===== config.mk =====
export PLATFORM = sky130hd
export DESIGN_NAME = asatm_fifo
export DESIGN_NICKNAME = d
export VERILOG_FILES = /design/src/sv/asatm_pkg.sv /design/src/sv/asatm_fifo.sv
export SDC_FILE = /design/constraint.sdc
export NUM_CORES = 1
export LEC_CHECK = 0
export BUFFER_PORTS_ARGS = -buffer_cell sky130_fd_sc_hd__buf_2
export CAP_MARGIN = 20
export CORE_UTILIZATION = 59
export CTS_BUF_LIST = sky130_fd_sc_hd__clkbuf_2
export DETAILED_ROUTE_END_ITERATION = 10
export HOLD_SLACK_MARGIN = 0.05
export PLACE_DENSITY = 0.82
export SKIP_LAST_GASP = 1
export SYNTH_ARGS = -nofsm -noshare
export SYNTH_HDL_FRONTEND = slang
export SYNTH_SLANG_ARGS = --single-unit

===== constraint.sdc =====
create_clock -name clk -period 2.9 [get_ports clk]
set_input_delay 0 -clock clk [delete_from_list [all_inputs] [get_ports clk]]
set_output_delay 0 -clock clk [all_outputs]
set_load 0.01 [all_outputs]

===== src/sv/asatm_pkg.sv =====
// ----------------------------------------------------------------------------
// asatm_pkg
// Shared types, constants and the tanh table for the saturator/tone mixer.
// ----------------------------------------------------------------------------
`default_nettype none
package asatm_pkg;

  localparam int CHANNELS         = 2;
  localparam int TANH_TABLE_DEPTH = 256;
  localparam int TBL_AW           = $clog2(TANH_TABLE_DEPTH);
  localparam int TANH_FRAC        = 26;
  localparam int QDEPTH           = 4;
  localparam int QAW              = $clog2(QDEPTH);

  localparam logic [15:0] DRIVE_MIN = 16'd2048;
  localparam logic [15:0] CAP_SOFT  = 16'd40960;
  localparam logic [15:0] CAP_TAPE  = 16'd20480;
  localparam logic [15:0] CAP_TUBE  = 16'd30720;
  localparam logic [16:0] FRAC_ONE  = 17'd65536;
  localparam logic signed [26:0] TWO_THIRDS = 27'sd5592405;
  localparam logic [31:0] RECIP3    = 32'hAAAAAAAB;
  localparam logic [63:0] TANH_STEP = (64'd16 << 32) / TANH_TABLE_DEPTH;

  typedef enum logic [1:0] {
    MODE_SOFT, MODE_TAPE, MODE_TUBE, MODE_BYPASS
  } curve_t;

  typedef enum logic [2:0] {
    REG_CURVE_MODE, REG_DRIVE_GAIN, REG_SOFT_NORM, REG_TONE_AMOUNT,
    REG_FILTER_COEFF, REG_OUTPUT_GAIN, REG_WET_MIX
  } reg_idx_t;

  typedef struct packed {
    curve_t      mode;
    logic [15:0] drive;
    logic [16:0] norm;
    logic [16:0] tone;
    logic [16:0] coef;
    logic [16:0] gain;
    logic [16:0] wet;
  } cfg_t;

  typedef struct packed {
    logic signed [23:0] x;
    logic               ch;
    logic signed [29:0] drv;
  } item_t;

  typedef enum logic [3:0] {
    B_IDLE, B_CLASS, B_SOFT_A, B_SOFT_B, B_SOFT_C, B_TAPE_A, B_TAPE_B,
    B_TAPE_C, B_TUBE, B_FILT, B_TONE, B_GAIN, B_MIX, B_DONE
  } back_state_t;

  typedef logic [22:0] tanh_tbl_t [TANH_TABLE_DEPTH+1];

  // shift-subtract long division, used only while the table is built
  function automatic logic [63:0] udiv64(input logic [63:0] n, input logic [63:0] d);
    logic [63:0] q;
    logic [64:0] rm;
    q  = '0;
    rm = '0;
    for (int b = 63; b >= 0; b--) begin
      rm = {rm[63:0], n[b]};
      if (rm >= {1'b0, d}) begin
        rm   = rm - {1'b0, d};
        q[b] = 1'b1;
      end
    end
    return q;
  endfunction

  function automatic tanh_tbl_t build_tanh();
    tanh_tbl_t   t;
    logic [63:0] term;
    logic [63:0] acc;
    logic [63:0] p;
    logic [63:0] one;
    one  = 64'd1 << 32;
    term = one;
    acc  = one;
    for (int k = 1; k <= 12; k++) begin
      term = udiv64((term * TANH_STEP) >> 32, 64'(k));
      acc  = k[0] ? acc - term : acc + term;
    end
    p    = one;
    t[0] = '0;
    for (int i = 1; i <= TANH_TABLE_DEPTH; i++) begin
      p    = (p * acc) >> 32;
      t[i] = 23'(udiv64((one - p) << 23, one + p));
    end
    return t;
  endfunction

  localparam tanh_tbl_t TANH_TBL = build_tanh();

  function automatic logic signed [17:0] frac_clamp(input logic [16:0] v);
    return (v > FRAC_ONE) ? $signed({1'b0, FRAC_ONE}) : $signed({1'b0, v});
  endfunction

endpackage
`default_nettype wire


===== src/sv/asatm_fifo.sv =====
// ----------------------------------------------------------------------------
// asatm_fifo
// Short request queue between front and back.
// ----------------------------------------------------------------------------
`default_nettype none
module asatm_fifo (
  input  wire                clk,
  input  wire                rst,
  input  wire                wr,
  input  wire asatm_pkg::item_t wr_data,
  input  wire                rd,
  output asatm_pkg::item_t   rd_data,
  output logic               full,
  output logic               empty
);
  import asatm_pkg::*;

  item_t          mem [QDEPTH];
  logic [QAW-1:0] wptr;
  logic [QAW-1:0] rptr;
  logic [QAW:0]   count;

  assign full    = (count == (QAW+1)'(QDEPTH));
  assign empty   = (count == '0);
  assign rd_data = mem[rptr];

  always_ff @(posedge clk) begin
    if (wr) mem[wptr] <= wr_data;
  end

  always_ff @(posedge clk) begin
    if (rst) begin
      wptr  <= '0;
      rptr  <= '0;
      count <= '0;
    end else begin
      if (wr) wptr <= wptr + 1'b1;
      if (rd) rptr <= rptr + 1'b1;
      count <= count + (QAW+1)'(wr) - (QAW+1)'(rd);
    end
  end
endmodule
`default_nettype wire


## Word level (Yosys, flattened, before mapping)

Memories as Yosys holds them, arrays and structs flattened. A register that Yosys moved wholly into a read port is not among the register bits.
Cells that the tools add are included.

- Output and inout bits: 57
- Flip-flop bits (word level): 7
- Bits in writable memories: 220
- Memories: 1
- Input bits: 59

- Reductions and logical operators: 1
- Multiplexer cells: 4
- Equal/unequal tests: 1
- Add/sub/neg operators: 4

Memories:

| name | words | width | read ports | clocked after memory_dff | write ports | RTL line | RTL |
|---|---|---|---|---|---|---|---|
| mem | 4 | 55 | 1 | 1 | 1 | asatm_fifo.sv:18 | `item_t mem [QDEPTH];` |

Operator list:

| operator | count |
|---|---|
| $add 2x1->2 const B | 2 |
| $mux 2 | 2 |
| $add 3x1->3 | 1 |
| $eq 3x3->1 const B | 1 |
| $logic_not 3->1 | 1 |
| $sub 3x1->3 | 1 |
| $mux 1 | 2 |

## Depth between registers and ports, before layout

- Depth after elaboration: 3
- Depth in mapped cells: 7
- Gate-level depth less buffers: 7

## Least setup slack after synthesis

Ideal clock, no wire load.

- Path type: register to register
- Start: reg wptr[0]
- End: mem mem[2][0] in the netlist's numbering, enable pin
- Buffers on the path: 0
- Clock period less this slack: 2.265 ns
- Arrival time: 1.846 ns
- Slack: 0.635 ns
- Library setup time: 0.418 ns
- Cell stages (with the launch flop): 4
- Cell sequence: dfxtp_1 > inv_1 > ha_1 > and2_1

RTL lines:

| element | RTL line | RTL |
|---|---|---|
| start, declared | asatm_fifo.sv:19 | `logic [QAW-1:0] wptr;` |
| start signal, assigned | asatm_fifo.sv:37 | `if (wr) wptr <= wptr + 1'b1;` |
| end, declared | asatm_fifo.sv:18 |  |

No word-level cell before the write port.

==> metrics.md <==
| Metric | Value |
|---|---|
| CTS max path bufs | 3 |
| Area share of the largest cell type after synthesis | 0.782 |
| Slew Viols, Final | 0 |
| Synth unique cells | 22 |
| Slew Limit Headroom | 0.639 |
| Power per cell area | 613 nW/um^2 |
| Commonest non-fill, non-tap cell in the layout | edfxtp_1 |
| Fmax | between 300 and 400 MHz |
| Drt initial violations | 279 |
| Status | completed |
| Crit path required time | about 2.9 ns |
| Non-Filler Instances | approximately 840 |
| Synth Register Bits | around 230 |
| Gr ovfl total | 0 |
| Worst path cell trace | buf_4 > mux4_1 > buf_2 |
| Row cnt | 43 |
| Routability congestion estimate | slightly above 0.7 |
| Total track usage | 0.236 |
| Worst-path clk slew | 0.11 ns |
| Crit path max fanout | 25 |
| Nets@finish | between 600 and 700 |
| CP top delay family | flip-flops |
| Vias per cell | between 5 and 6 |
| Iteration count of the initial detailed-routing pass | 7 |
| Cell Area, Synth | around 8400 sq um |
| CTS tree | yes |
| Clock sinks | 229 |
| Max Cap Viol | 0 |
| Most frequent cells in the layout | edfxtp_1 (220), dlygate4sd3_1 (117), buf_2 (115) |
| CP Capture Type | primary output |
| Multi-input gate area | around 1500 sq um |
| Die Span X | approximately 120 um |
| Routed vias | roughly 4500 |
| Worst Skew | around 0.046 ns |
| Cell type with the largest total area after synthesis | edfxtp_1 |
| Synth Net Count | roughly 400 |
| Hold Fails Final Rpt | 0 |
| CTS Root Cell | clkbuf_2 |
| Starting Density | 0.606 |
| Register area | approximately 6800 sq um |
| I/O Pins | approximately 120 |
| Min cycle time layout | around 2.6 ns |
| Global-route wire length before repair | 25.1 mm |
| # setup viols final | 0 |
| Yosys warns | 0 |
| Kind of critical path | flip-flop to primary output |
| Post-CTS sizing | 0 |
| Initial antenna violation count | 1 |
| Placed Cells | 619 |
| Element type at the critical path start | flip-flop |
| TNS Setup | 0 ns |
| Largest net degree at the start of global routing | 40 |
| Final instance area | roughly 11000 sq um |
| Pre-CTS WS | around 1.1 ns |
| Max incr delay on CP | 0.70 ns |
| Later-pin clock latency in the skew report | around 0.8 ns |
| Leading cell types by total area after synthesis | edfxtp_1 (78%), mux4_2 (13%), dfxtp_1 (2.1%) |
| Post-Route WL | 16.4 mm |
| Area of the die | 14800 sq um |
| PnR worst setup slack | 0.301 ns |
| Cts bufs inserted | 53 |
| Die Ht | 122 um |
| Drt drc | 0 |
| Syn_area_per_cell | about 26 sq um |
| Pleak | 3.92 nW |
| Worst path bufs/invs | 2 |
| CP arrival | around 2.6 ns |
| Sequential-to-total area share from yosys stat | 0.804 |
| Layout area overhead | 29.2% |
| H-tree levels | 2 |
| Core box area | between 10000 and 15000 sq um |
| Cell Area, Placed | 9240 sq um |
| Share of post-route cells with drive strength above 1 | 0.394 |
| Synthesized instance count | around 330 |
| Max VDD drop | 0.000466 V |
| Hold Path Class | input pin to flip-flop |
| RSZ-0062 raised after global routing | no |
| Final Cycle Share | 0.896 |
| FILL cells | around 800 |
| IO Port Bufs | around 120 |
| Vias in the first global route | about 4800 |
| Worst path slowest cell | dfxtp_4 |
| Slew @ Worst Pin | 0.542 ns |
| Wire length per cell | between 15 and 20 um |
| HPWL after detailed placement | between 8 and 9 mm |
| Post-route ant nets | 0 |
cells in the mapped netlist:
library cell / count
and3_1: 1
buf_6: 1
nand3b_1: 1
nor3_1: 1
nor2b_1: 2
xnor2_1: 2
clkbuf_2: 1
nor2_1: 5
buf_12: 5
and2_1: 4
edfxtp_1: 220
xor3_1: 1
mux4_2: 50
a21oi_1: 1
dfxtp_1: 9
mux4_1: 5
ha_1: 6
fa_1: 1
inv_1: 6
buf_2: 5
mux2i_1: 1
a21bo_2: 1
per-stage QoR:
stage          utilization  hold WS (ns)  power (W)
2_1_floorplan            -        0.0716    0.00437
3_3_place_gp         0.663         0.210    0.00461
3_5_place_dp         0.663         0.219    0.00463
4_1_cts              0.783        0.0511    0.00672
5_1_grt              0.783         0.112    0.00698
6_report             0.783         0.135    0.00668
routing by layer:
layer,track usage,share of wire,vias to the layer above
li1,-,-,2009
met1,0.280,0.39,2253
met2,0.409,0.53,182
met3,0.0557,0.058,28
met4,0.115,0.025,0
met5,0,0,-
registers in the layout, indices dropped and copies added, names as in the netlist, named ones only:
register and count:
mem 220, count 3, rptr 2, wptr 2
cell type report:
class                           instances  area share
Clock buffer                           74      0.0339
Inverter                                6     0.00206
Tap cell                              180      0.0206
Sequential cell                       229       0.622
Antenna cell                            2    0.000459
Timing Repair Buffer                  239       0.172
Multi-Input combinational cell         82       0.137
Clock inverter                         25      0.0114
tightest hold or removal path, cell delays in order:
cell           delay [ns]
dlygate4sd3_1        0.52
buf_2                0.20
xnor2_1              0.10
nor2_1               0.09
final timing paths:
check	end	cells past startpoint	slack, ns	startpoint
max	rd_data[54]	3	0.30	flip-flop
min	wptr[0]$_SDFFE_PP0P_	4	0.13	wr
max reg2reg	mem[0][22]$_DFFE_PP_	4	1.11	wptr[0]$_SDFFE_PP0P_
min reg2reg	rptr[1]$_SDFFE_PP0P_	2	0.57	rptr[1]$_SDFFE_PP0P_
timing repair:
item | CTS | global route
hold buffers | 117 | 0
setup buffers | 0 | 0
hold endpoints to repair | 293 | 0
power by group:
| part | internal, W | switching (W) | total [W] | leakage [nW] |
|---|---|---|---|---|
| combinational | 0.000447 | 0.000372 | 0.000819 | 1.45 |
| sequential | 0.00380 | 0.0000752 | 0.00387 | 2.10 |
| clock | 0.000788 | 0.00121 | 0.00200 | 0.369 |
| total | 0.00503 | 0.00165 | 0.00668 | 3.92 |
kinds of logic after synthesis:
kind of cell    count (synthesis)  share of synthesized area
mux                            56                      0.150
xor+xnor                        3                    0.00489
compound gates                  2                    0.00178
flops                         229                      0.804
buf+inv                        18                     0.0194
fa+ha+maj                       7                     0.0113
simple gates                   14                    0.00889
Power figures use the tool's default switching activity.
