<file path="src/sv/asatm_pkg.sv">
// ----------------------------------------------------------------------------
// asatm_pkg
// Shared types, constants and the tanh table for the saturator/tone mixer.
// ----------------------------------------------------------------------------
`default_nettype none
package asatm_pkg;

  localparam int CHANNELS         = 2;
  localparam int TANH_TABLE_DEPTH = 256;
  localparam int TBL_AW           = $clog2(TANH_TABLE_DEPTH);
  localparam int TANH_FRAC        = 26;
  localparam int QDEPTH           = 4;
  localparam int QAW              = $clog2(QDEPTH);

  localparam logic [15:0] DRIVE_MIN = 16'd2048;
  localparam logic [15:0] CAP_SOFT  = 16'd40960;
  localparam logic [15:0] CAP_TAPE  = 16'd20480;
  localparam logic [15:0] CAP_TUBE  = 16'd30720;
  localparam logic [16:0] FRAC_ONE  = 17'd65536;
  localparam logic signed [26:0] TWO_THIRDS = 27'sd5592405;
  localparam logic [31:0] RECIP3    = 32'hAAAAAAAB;
  localparam logic [63:0] TANH_STEP = (64'd16 << 32) / TANH_TABLE_DEPTH;

  typedef enum logic [1:0] {
    MODE_SOFT, MODE_TAPE, MODE_TUBE, MODE_BYPASS
  } curve_t;

  typedef enum logic [2:0] {
    REG_CURVE_MODE, REG_DRIVE_GAIN, REG_SOFT_NORM, REG_TONE_AMOUNT,
    REG_FILTER_COEFF, REG_OUTPUT_GAIN, REG_WET_MIX
  } reg_idx_t;

  typedef struct packed {
    curve_t      mode;
    logic [15:0] drive;
    logic [16:0] norm;
    logic [16:0] tone;
    logic [16:0] coef;
    logic [16:0] gain;
    logic [16:0] wet;
  } cfg_t;

  typedef struct packed {
    logic signed [23:0] x;
    logic               ch;
    logic signed [29:0] drv;
  } item_t;

  typedef enum logic [3:0] {
    B_IDLE, B_CLASS, B_SOFT_A, B_SOFT_B, B_SOFT_C, B_TAPE_A, B_TAPE_B,
    B_TAPE_C, B_TUBE, B_FILT, B_TONE, B_GAIN, B_MIX, B_DONE
  } back_state_t;

  typedef logic [22:0] tanh_tbl_t [TANH_TABLE_DEPTH+1];

  // shift-subtract long division, used only while the table is built
  function automatic logic [63:0] udiv64(input logic [63:0] n, input logic [63:0] d);
    logic [63:0] q;
    logic [64:0] rm;
    q  = '0;
    rm = '0;
    for (int b = 63; b >= 0; b--) begin
      rm = {rm[63:0], n[b]};
      if (rm >= {1'b0, d}) begin
        rm   = rm - {1'b0, d};
        q[b] = 1'b1;
      end
    end
    return q;
  endfunction

  function automatic tanh_tbl_t build_tanh();
    tanh_tbl_t   t;
    logic [63:0] term;
    logic [63:0] acc;
    logic [63:0] p;
    logic [63:0] one;
    one  = 64'd1 << 32;
    term = one;
    acc  = one;
    for (int k = 1; k <= 12; k++) begin
      term = udiv64((term * TANH_STEP) >> 32, 64'(k));
      acc  = k[0] ? acc - term : acc + term;
    end
    p    = one;
    t[0] = '0;
    for (int i = 1; i <= TANH_TABLE_DEPTH; i++) begin
      p    = (p * acc) >> 32;
      t[i] = 23'(udiv64((one - p) << 23, one + p));
    end
    return t;
  endfunction

  localparam tanh_tbl_t TANH_TBL = build_tanh();

  function automatic logic signed [17:0] frac_clamp(input logic [16:0] v);
    return (v > FRAC_ONE) ? $signed({1'b0, FRAC_ONE}) : $signed({1'b0, v});
  endfunction

endpackage
`default_nettype wire

</file>
<file path="src/sv/asatm_front.sv">
// ----------------------------------------------------------------------------
// asatm_front
// Accepts requests, clamps the drive per curve and forms the driven sample.
// ----------------------------------------------------------------------------
`default_nettype none
module asatm_front (
  input  wire asatm_pkg::cfg_t  cfg,
  input  wire                   push,
  input  wire                   q_full,
  input  wire signed [23:0]     sample_in,
  input  wire                   channel,
  output logic                  q_wr,
  output asatm_pkg::item_t      q_item
);
  import asatm_pkg::*;

  logic [15:0]        cap;
  logic [15:0]        d;
  logic signed [40:0] prod;

  always_comb begin
    case (cfg.mode)
      MODE_SOFT: cap = CAP_SOFT;
      MODE_TAPE: cap = CAP_TAPE;
      MODE_TUBE: cap = CAP_TUBE;
      default:   cap = CAP_SOFT;
    endcase
    d = (cfg.drive > cap) ? cap : cfg.drive;
    if (d < DRIVE_MIN) d = DRIVE_MIN;
    prod = $signed({1'b0, d}) * sample_in;
  end

  assign q_wr       = push && !q_full;
  assign q_item.x   = sample_in;
  assign q_item.ch  = channel;
  assign q_item.drv = prod[40:11];
endmodule
`default_nettype wire

</file>
<file path="config.mk">
export PLATFORM = sky130hd
export DESIGN_NAME = asatm_front
export DESIGN_NICKNAME = d
export VERILOG_FILES = /design/src/sv/asatm_pkg.sv /design/src/sv/asatm_front.sv
export SDC_FILE = /design/constraint.sdc
export NUM_CORES = 1
export LEC_CHECK = 0
export BUFFER_PORTS_ARGS = -buffer_cell sky130_fd_sc_hd__buf_2
export CAP_MARGIN = 40
export CELL_PAD_IN_SITES_DETAIL_PLACEMENT = 0
export CELL_PAD_IN_SITES_GLOBAL_PLACEMENT = 1
export CORE_MARGIN = 8
export CORE_UTILIZATION = 47
export DETAILED_ROUTE_END_ITERATION = 6
export GPL_TIMING_DRIVEN = 0
export PLACE_DENSITY_LB_ADDON = 0.1
export SETUP_SLACK_MARGIN = 0.02
export SLEW_MARGIN = 10
export SYNTH_ARGS = -nofsm -noshare
export SYNTH_HDL_FRONTEND = slang
export SYNTH_SLANG_ARGS = --single-unit
</file>
<file path="constraint.sdc">
create_clock -name vclk -period 21.9
set_input_delay 3.285 -clock vclk [all_inputs]
set_output_delay 3.285 -clock vclk [all_outputs]
set_load 0.02 [all_outputs]
</file>
== After elaboration in Yosys (flattened, before gate mapping) ==
Cells that the tools add are included.
Cells by class
  reductions and logical operators: 2
  equality and inequality tests: 2
  multiplexer cells: 3
  multipliers: 1
  $lt $le $gt $ge: 2
Operators by type and width (number)
  $mul A17 B24 Y41: 1
  $mux W16: 2
  $pmux W16 S2: 1
  $gt A16 B16 Y1: 1
  $lt A16 B12 Y1 const B: 1
  $eq A2 B1 Y1 const B: 1
  $eq A2 B2 Y1 const B: 1
  $logic_and A1 B1 Y1: 1
  $logic_not A1 Y1: 1
Word-level totals
  word-level logic and storage cells: 10
  input port bits: 130
  register bits after elaboration: 0
  output and inout bits: 56

== Logic depth before layout (Yosys ltp) ==
Gate-level depths: netlist of the first run.
  depth after elaboration: 7
  mapped depth: 33
  mapped depth without buffers: 31

== Least setup slack after synthesis of the first run ==
Ideal clock, no wire load.
  kind: input-to-output
  from: input port cfg[101] (netlist bit)
  to: output port q_item[28] (netlist bit)
  path buffers: 2
  setup slack: 7.519 ns
  stages: 30
  data arrival time: 11.096 ns
  cell sequence: inv_1 -> ha_1 -> inv_1 -> ha_1 -> and3_1 -> a221oi_1 -> a21oi_1 -> nor2_2 -> and2_0 -> clkbuf_1 -> buf_2 -> nand2_1 -> fa_1 -> fa_1 -> fa_1 -> inv_1 -> fa_1 -> fa_1 -> inv_1 -> fa_1 -> inv_1 -> ha_1 -> and4_1 -> nand3_1 -> nor4b_2 -> a221oi_2 -> a31oi_4 -> a2111o_1 -> nand2_1 -> o311ai_0
RTL lines
  start: declaration: line asatm_front.sv:7  | input wire asatm_pkg::cfg_t cfg,
  end: declaration: line asatm_front.sv:13  | output asatm_pkg::item_t q_item

==> flow_summary.json, run 1 <==
{
  "antenna_found_initial": 0,
  "synth.avg_cell_area_um2": 8.93,
  "portBuffers": 100,
  "tns_ns": 0,
  "rows": 64,
  "place_hpwl_um": 34900,
  "crit_fanout": 10,
  "worst-endpoint-required_ns": 18.62,
  "cts_hold_buffers": 0,
  "via_per_inst": 5.07,
  "core_mm2": 0.0303,
  "cp.arrival_ns": 12.96,
  "diodes": 0,
  "crit_family": "adder cells",
  "drv_cap": 0,
  "drt_iter0_markers": 585,
  "synth_area_leader_cell": "fa_1",
  "hold_path.class": "in2out",
  "ctsResizeCount": 0,
  "critPathLaunchType": "input pin",
  "syn_area_mm2": 0.0143,
  "avgRoutedWirePerCell_um": 18.8,
  "grt_max_degree": 11,
  "vias": 10600,
  "area_growth_pct": 7.17,
  "cpMostUsedCell": "fa_1",
  "hp-start": "channel",
  "synth_cell_types": 65,
  "die_w_um": 191,
  "rsz0062_at_grt": "false",
  "yosys_warnings": 0,
  "layout-drive-gt1-share_pct": 9.26,
  "relSlewSlack_pct": 39.3,
  "drt_wl_total_um": 39400,
  "first_pass_iters": 5,
  "synth_top_area_share_pct": 52.5,
  "whs_endpoint": "q_item[30]",
  "gp_congestion": 0.882,
  "grt_pass1_vias": 11600,
  "min_path_cells": 2,
  "finalHoldViolations": 0,
  "setup_viol": 0,
  "netlist_instances": 1603,
  "start_util_pct": 47.3,
  "synthTopCellsByArea": "fa_1, inv_1, ha_1",
  "period_minus_slack_ns": 16.25,
  "path_depth": 30,
  "crit_buf_inv": 7,
  "fin_crit_sh_pct": 74.2,
  "status": "finished clean",
  "die_area_mm2": 0.0363,
  "grt_overflow": 0,
  "postCtsSetupRepairBufs": 0,
  "drc_errors": 0,
  "grt_pass1_wl_um": 64400,
  "seq_area_um2": 0,
  "synth_fp_nets": 2213,
  "antenna_left": 0,
  "slew_viol_final": 0,
  "clkbuf_count": 0,
  "yosysSeqAreaShare_pct": 0,
  "ios": 186,
  "critPathKind": "in2out",
  "fill_cells": 2985,
  "slowest_stage": "a221oi_2",
  "max_freq_ghz": 0.0615,
  "worst_slew_pin_slew_ns": 0.910,
  "fin_nets": 2318,
  "max_stage_delay_ns": 0.79,
  "end_kind": "output port",
  "numSequentialCells": 0,
  "die_height_um": 191,
  "grtUsageTotal_pct": 22.6
}
[Yosys cell counts (all sizes together) (9+ instances only)]
master,count
ha,105
nand2,203
xnor2,23
inv,437
fa,375
a21o,16
buf,36
and2,99
and3,86
clkbuf,58
a21oi,23
nor2,19
nor2b,29
xor2,9
o21ai,11
[layout by cell type (no fill, tap or decap), types with 26 or more instances in the layout]
cell / netlist / final
buf_2: 9 / 109
and2_1: 95 / 95
clkbuf_1: 58 / 58
nand2_1: 203 / 203
ha_1: 105 / 105
and3_1: 86 / 86
inv_1: 436 / 436
nor2b_1: 29 / 29
buf_4: 25 / 26
fa_1: 375 / 375
[stage by stage]
| stage | cell area, µm² | setup slack (ns) | hold WS, ns | util [%] | std cells |
|---|---|---|---|---|---|
| 5_1_grt | 15300 | 5.11 | 6.81 | 50.7 | 2102 |
| 2_1_floorplan | 14300 | 7.52 | 6.65 | - | 1603 |
| 3_3_place_gp | 15300 | 5.68 | 6.79 | 50.6 | 2099 |
| 4_1_cts | 15300 | 5.67 | 6.80 | 50.7 | 2102 |
| 6_report | 15300 | 5.65 | 6.79 | 50.7 | 2102 |
| 3_5_place_dp | 15300 | 5.71 | 6.80 | 50.7 | 2102 |
[layer usage]
| layer | vias to the layer above | GRT usage, % | wire (µm) |
|---|---|---|---|
| met2 | 249 | 39.4 | 19800 |
| met4 | 0 | 3.76 | 724 |
| met3 | 37 | 1.81 | 1670 |
| li1 | 4864 | - | - |
| met1 | 5497 | 30.8 | 17200 |
| met5 | - | 0 | 0 |
[how the worst max path moves through the flow]
stage               startpoint  slack [ns]          to
global route          cfg[101]        5.11  q_item[26]
global placement      cfg[101]        5.68  q_item[28]
finish                cfg[101]        5.65  q_item[28]
CTS                   cfg[101]        5.67  q_item[28]
floorplan             cfg[101]        7.52  q_item[28]
detailed placement    cfg[101]        5.71  q_item[28]
[cell type report]
type | instances | area [µm²] | share of cell area (%)
buffer | 94 | 473 | 3.08
inverter | 437 | 1640 | 10.7
multi-input combinational | 1072 | 12200 | 79.5
tap | 396 | 495 | 3.23
timing repair buffer | 103 | 531 | 3.46
[cell families after synthesis]
logic type	share of synthesized area, %
buf+inv	14.8
fa+ha+maj	61.7
simple gates	16.5
compound gates	4.77
xor+xnor	1.96
mux	0.297
Power of run 1 is left out: the tool's default activity adds up to more than one toggle a clock period on the data nets, which glitch-free logic cannot reach.
==> inputs of run 2 (changes only) <==
- CORE_UTILIZATION: 47 -> 43
- clock period: 21.9 -> 14.69 ns (I/O delays scaled with it)
==> flow_summary.json, run 2 (synthesized netlist as in run 1, its figures left out) <==
{
  "cpMostUsedCell": "fa_1",
  "portBuffers": 100,
  "slew_viol_final": 0,
  "area_growth_pct": 7.72,
  "cts_hold_buffers": 0,
  "hold_path.class": "in2out",
  "grt_overflow": 0,
  "drc_errors": 0,
  "setup_viol": 0,
  "rsz0062_at_grt": "false",
  "cp.arrival_ns": 11.66,
  "rows": 67,
  "relSlewSlack_pct": 46.7,
  "start_util_pct": 43.1,
  "worst-endpoint-required_ns": 12.49,
  "fill_cells": 3388,
  "grt_pass1_vias": 11600,
  "status": "finished clean",
  "seq_area_um2": 0,
  "tns_ns": 0,
  "layout-drive-gt1-share_pct": 9.26,
  "grt_max_degree": 11,
  "place_hpwl_um": 35600,
  "end_kind": "output port",
  "postCtsSetupRepairBufs": 0,
  "antenna_left": 0,
  "period_minus_slack_ns": 13.87,
  "avgRoutedWirePerCell_um": 18.6,
  "via_per_inst": 4.87,
  "layout_commonest_cell": "inv_1",
  "drt_wl_total_um": 40100,
  "fin_nets": 2318,
  "crit_fanout": 10,
  "core_mm2": 0.0332,
  "fin_crit_sh_pct": 94.4,
  "die_area_mm2": 0.0394,
  "first_pass_iters": 5,
  "worstSetupEndpoint": "q_item[26]",
  "vias": 10500,
  "clkbuf_count": 0,
  "crit_start": "cfg[101]",
  "crit_family": "adder cells",
  "hp-start": "channel",
  "die_w_um": 198,
  "gp_congestion": 0.871,
  "slowest_stage": "clkbuf_1",
  "finalHoldViolations": 0,
  "ctsResizeCount": 0,
  "drt_iter0_markers": 563,
  "antenna_found_initial": 3,
  "max_freq_ghz": 0.0721,
  "crit_buf_inv": 7,
  "critPathLaunchType": "input pin",
  "worst_slew_pin_slew_ns": 0.800,
  "ios": 186,
  "drv_cap": 0,
  "die_height_um": 198,
  "path_depth": 30,
  "max_stage_delay_ns": 0.66,
  "grtUsageTotal_pct": 21.3,
  "mostFrequentLayoutCells": "inv_1, fa_1, nand2_1, buf_2, ha_1",
  "numSequentialCells": 0,
  "grt_pass1_wl_um": 65100,
  "critPathKind": "in2out"
}
==> run 2: cell count changes in the layout (fill, tap and decap cells not counted) <==
cell	before	now
a221oi_2	3	2
a221oi_4	0	1
diode_2	0	1
==> run 2: worst min path at each step <==
stage | end | cells past startpoint | slack [ns]
final | q_item[30] | 2 | 4.63
after CTS | q_item[30] | 2 | 4.63
after global placement | q_item[30] | 2 | 4.63
after detailed placement | q_item[30] | 2 | 4.63
after floorplan | q_wr | 1 | 4.49
after global routing | q_item[30] | 2 | 4.63
==> run 2: per-stage QoR <==
| stage | hold WS [ns] | utilization, % | area (µm²) | std cells | setup WS [ns] |
|---|---|---|---|---|---|
| after floorplan | 4.49 | - | 14300 | 1603 | 2.47 |
| after global placement | 4.63 | 46.3 | 15400 | 2151 | 0.512 |
| after detailed placement | 4.63 | 46.4 | 15400 | 2154 | 0.621 |
| after CTS | 4.63 | 46.4 | 15400 | 2154 | 0.566 |
| after global routing | 4.63 | 46.4 | 15400 | 2155 | 0.0634 |
| final | 4.63 | 46.4 | 15400 | 2155 | 0.824 |
==> run 2: area by class of cell <==
| type | instances | area [µm²] | area share [%] |
|---|---|---|---|
| Multi-Input combinational cell | 1072 | 12200 | 79.2 |
| Tap cell | 448 | 561 | 3.64 |
| Buffer | 94 | 473 | 3.07 |
| Antenna cell | 1 | 2.50 | 0.0162 |
| Inverter | 437 | 1640 | 10.6 |
| Timing Repair Buffer | 103 | 531 | 3.44 |
==> run 2: per-layer routing <==
metal	up-vias	share of wire, %	GRT usage [%]
met2	240	50	37.5
met5	-	0.032	0
met1	5347	43	28.4
met4	2	2.0	3.84
li1	4868	-	-
met3	48	5.2	2.40
Power of run 2 is left out for the same reason.
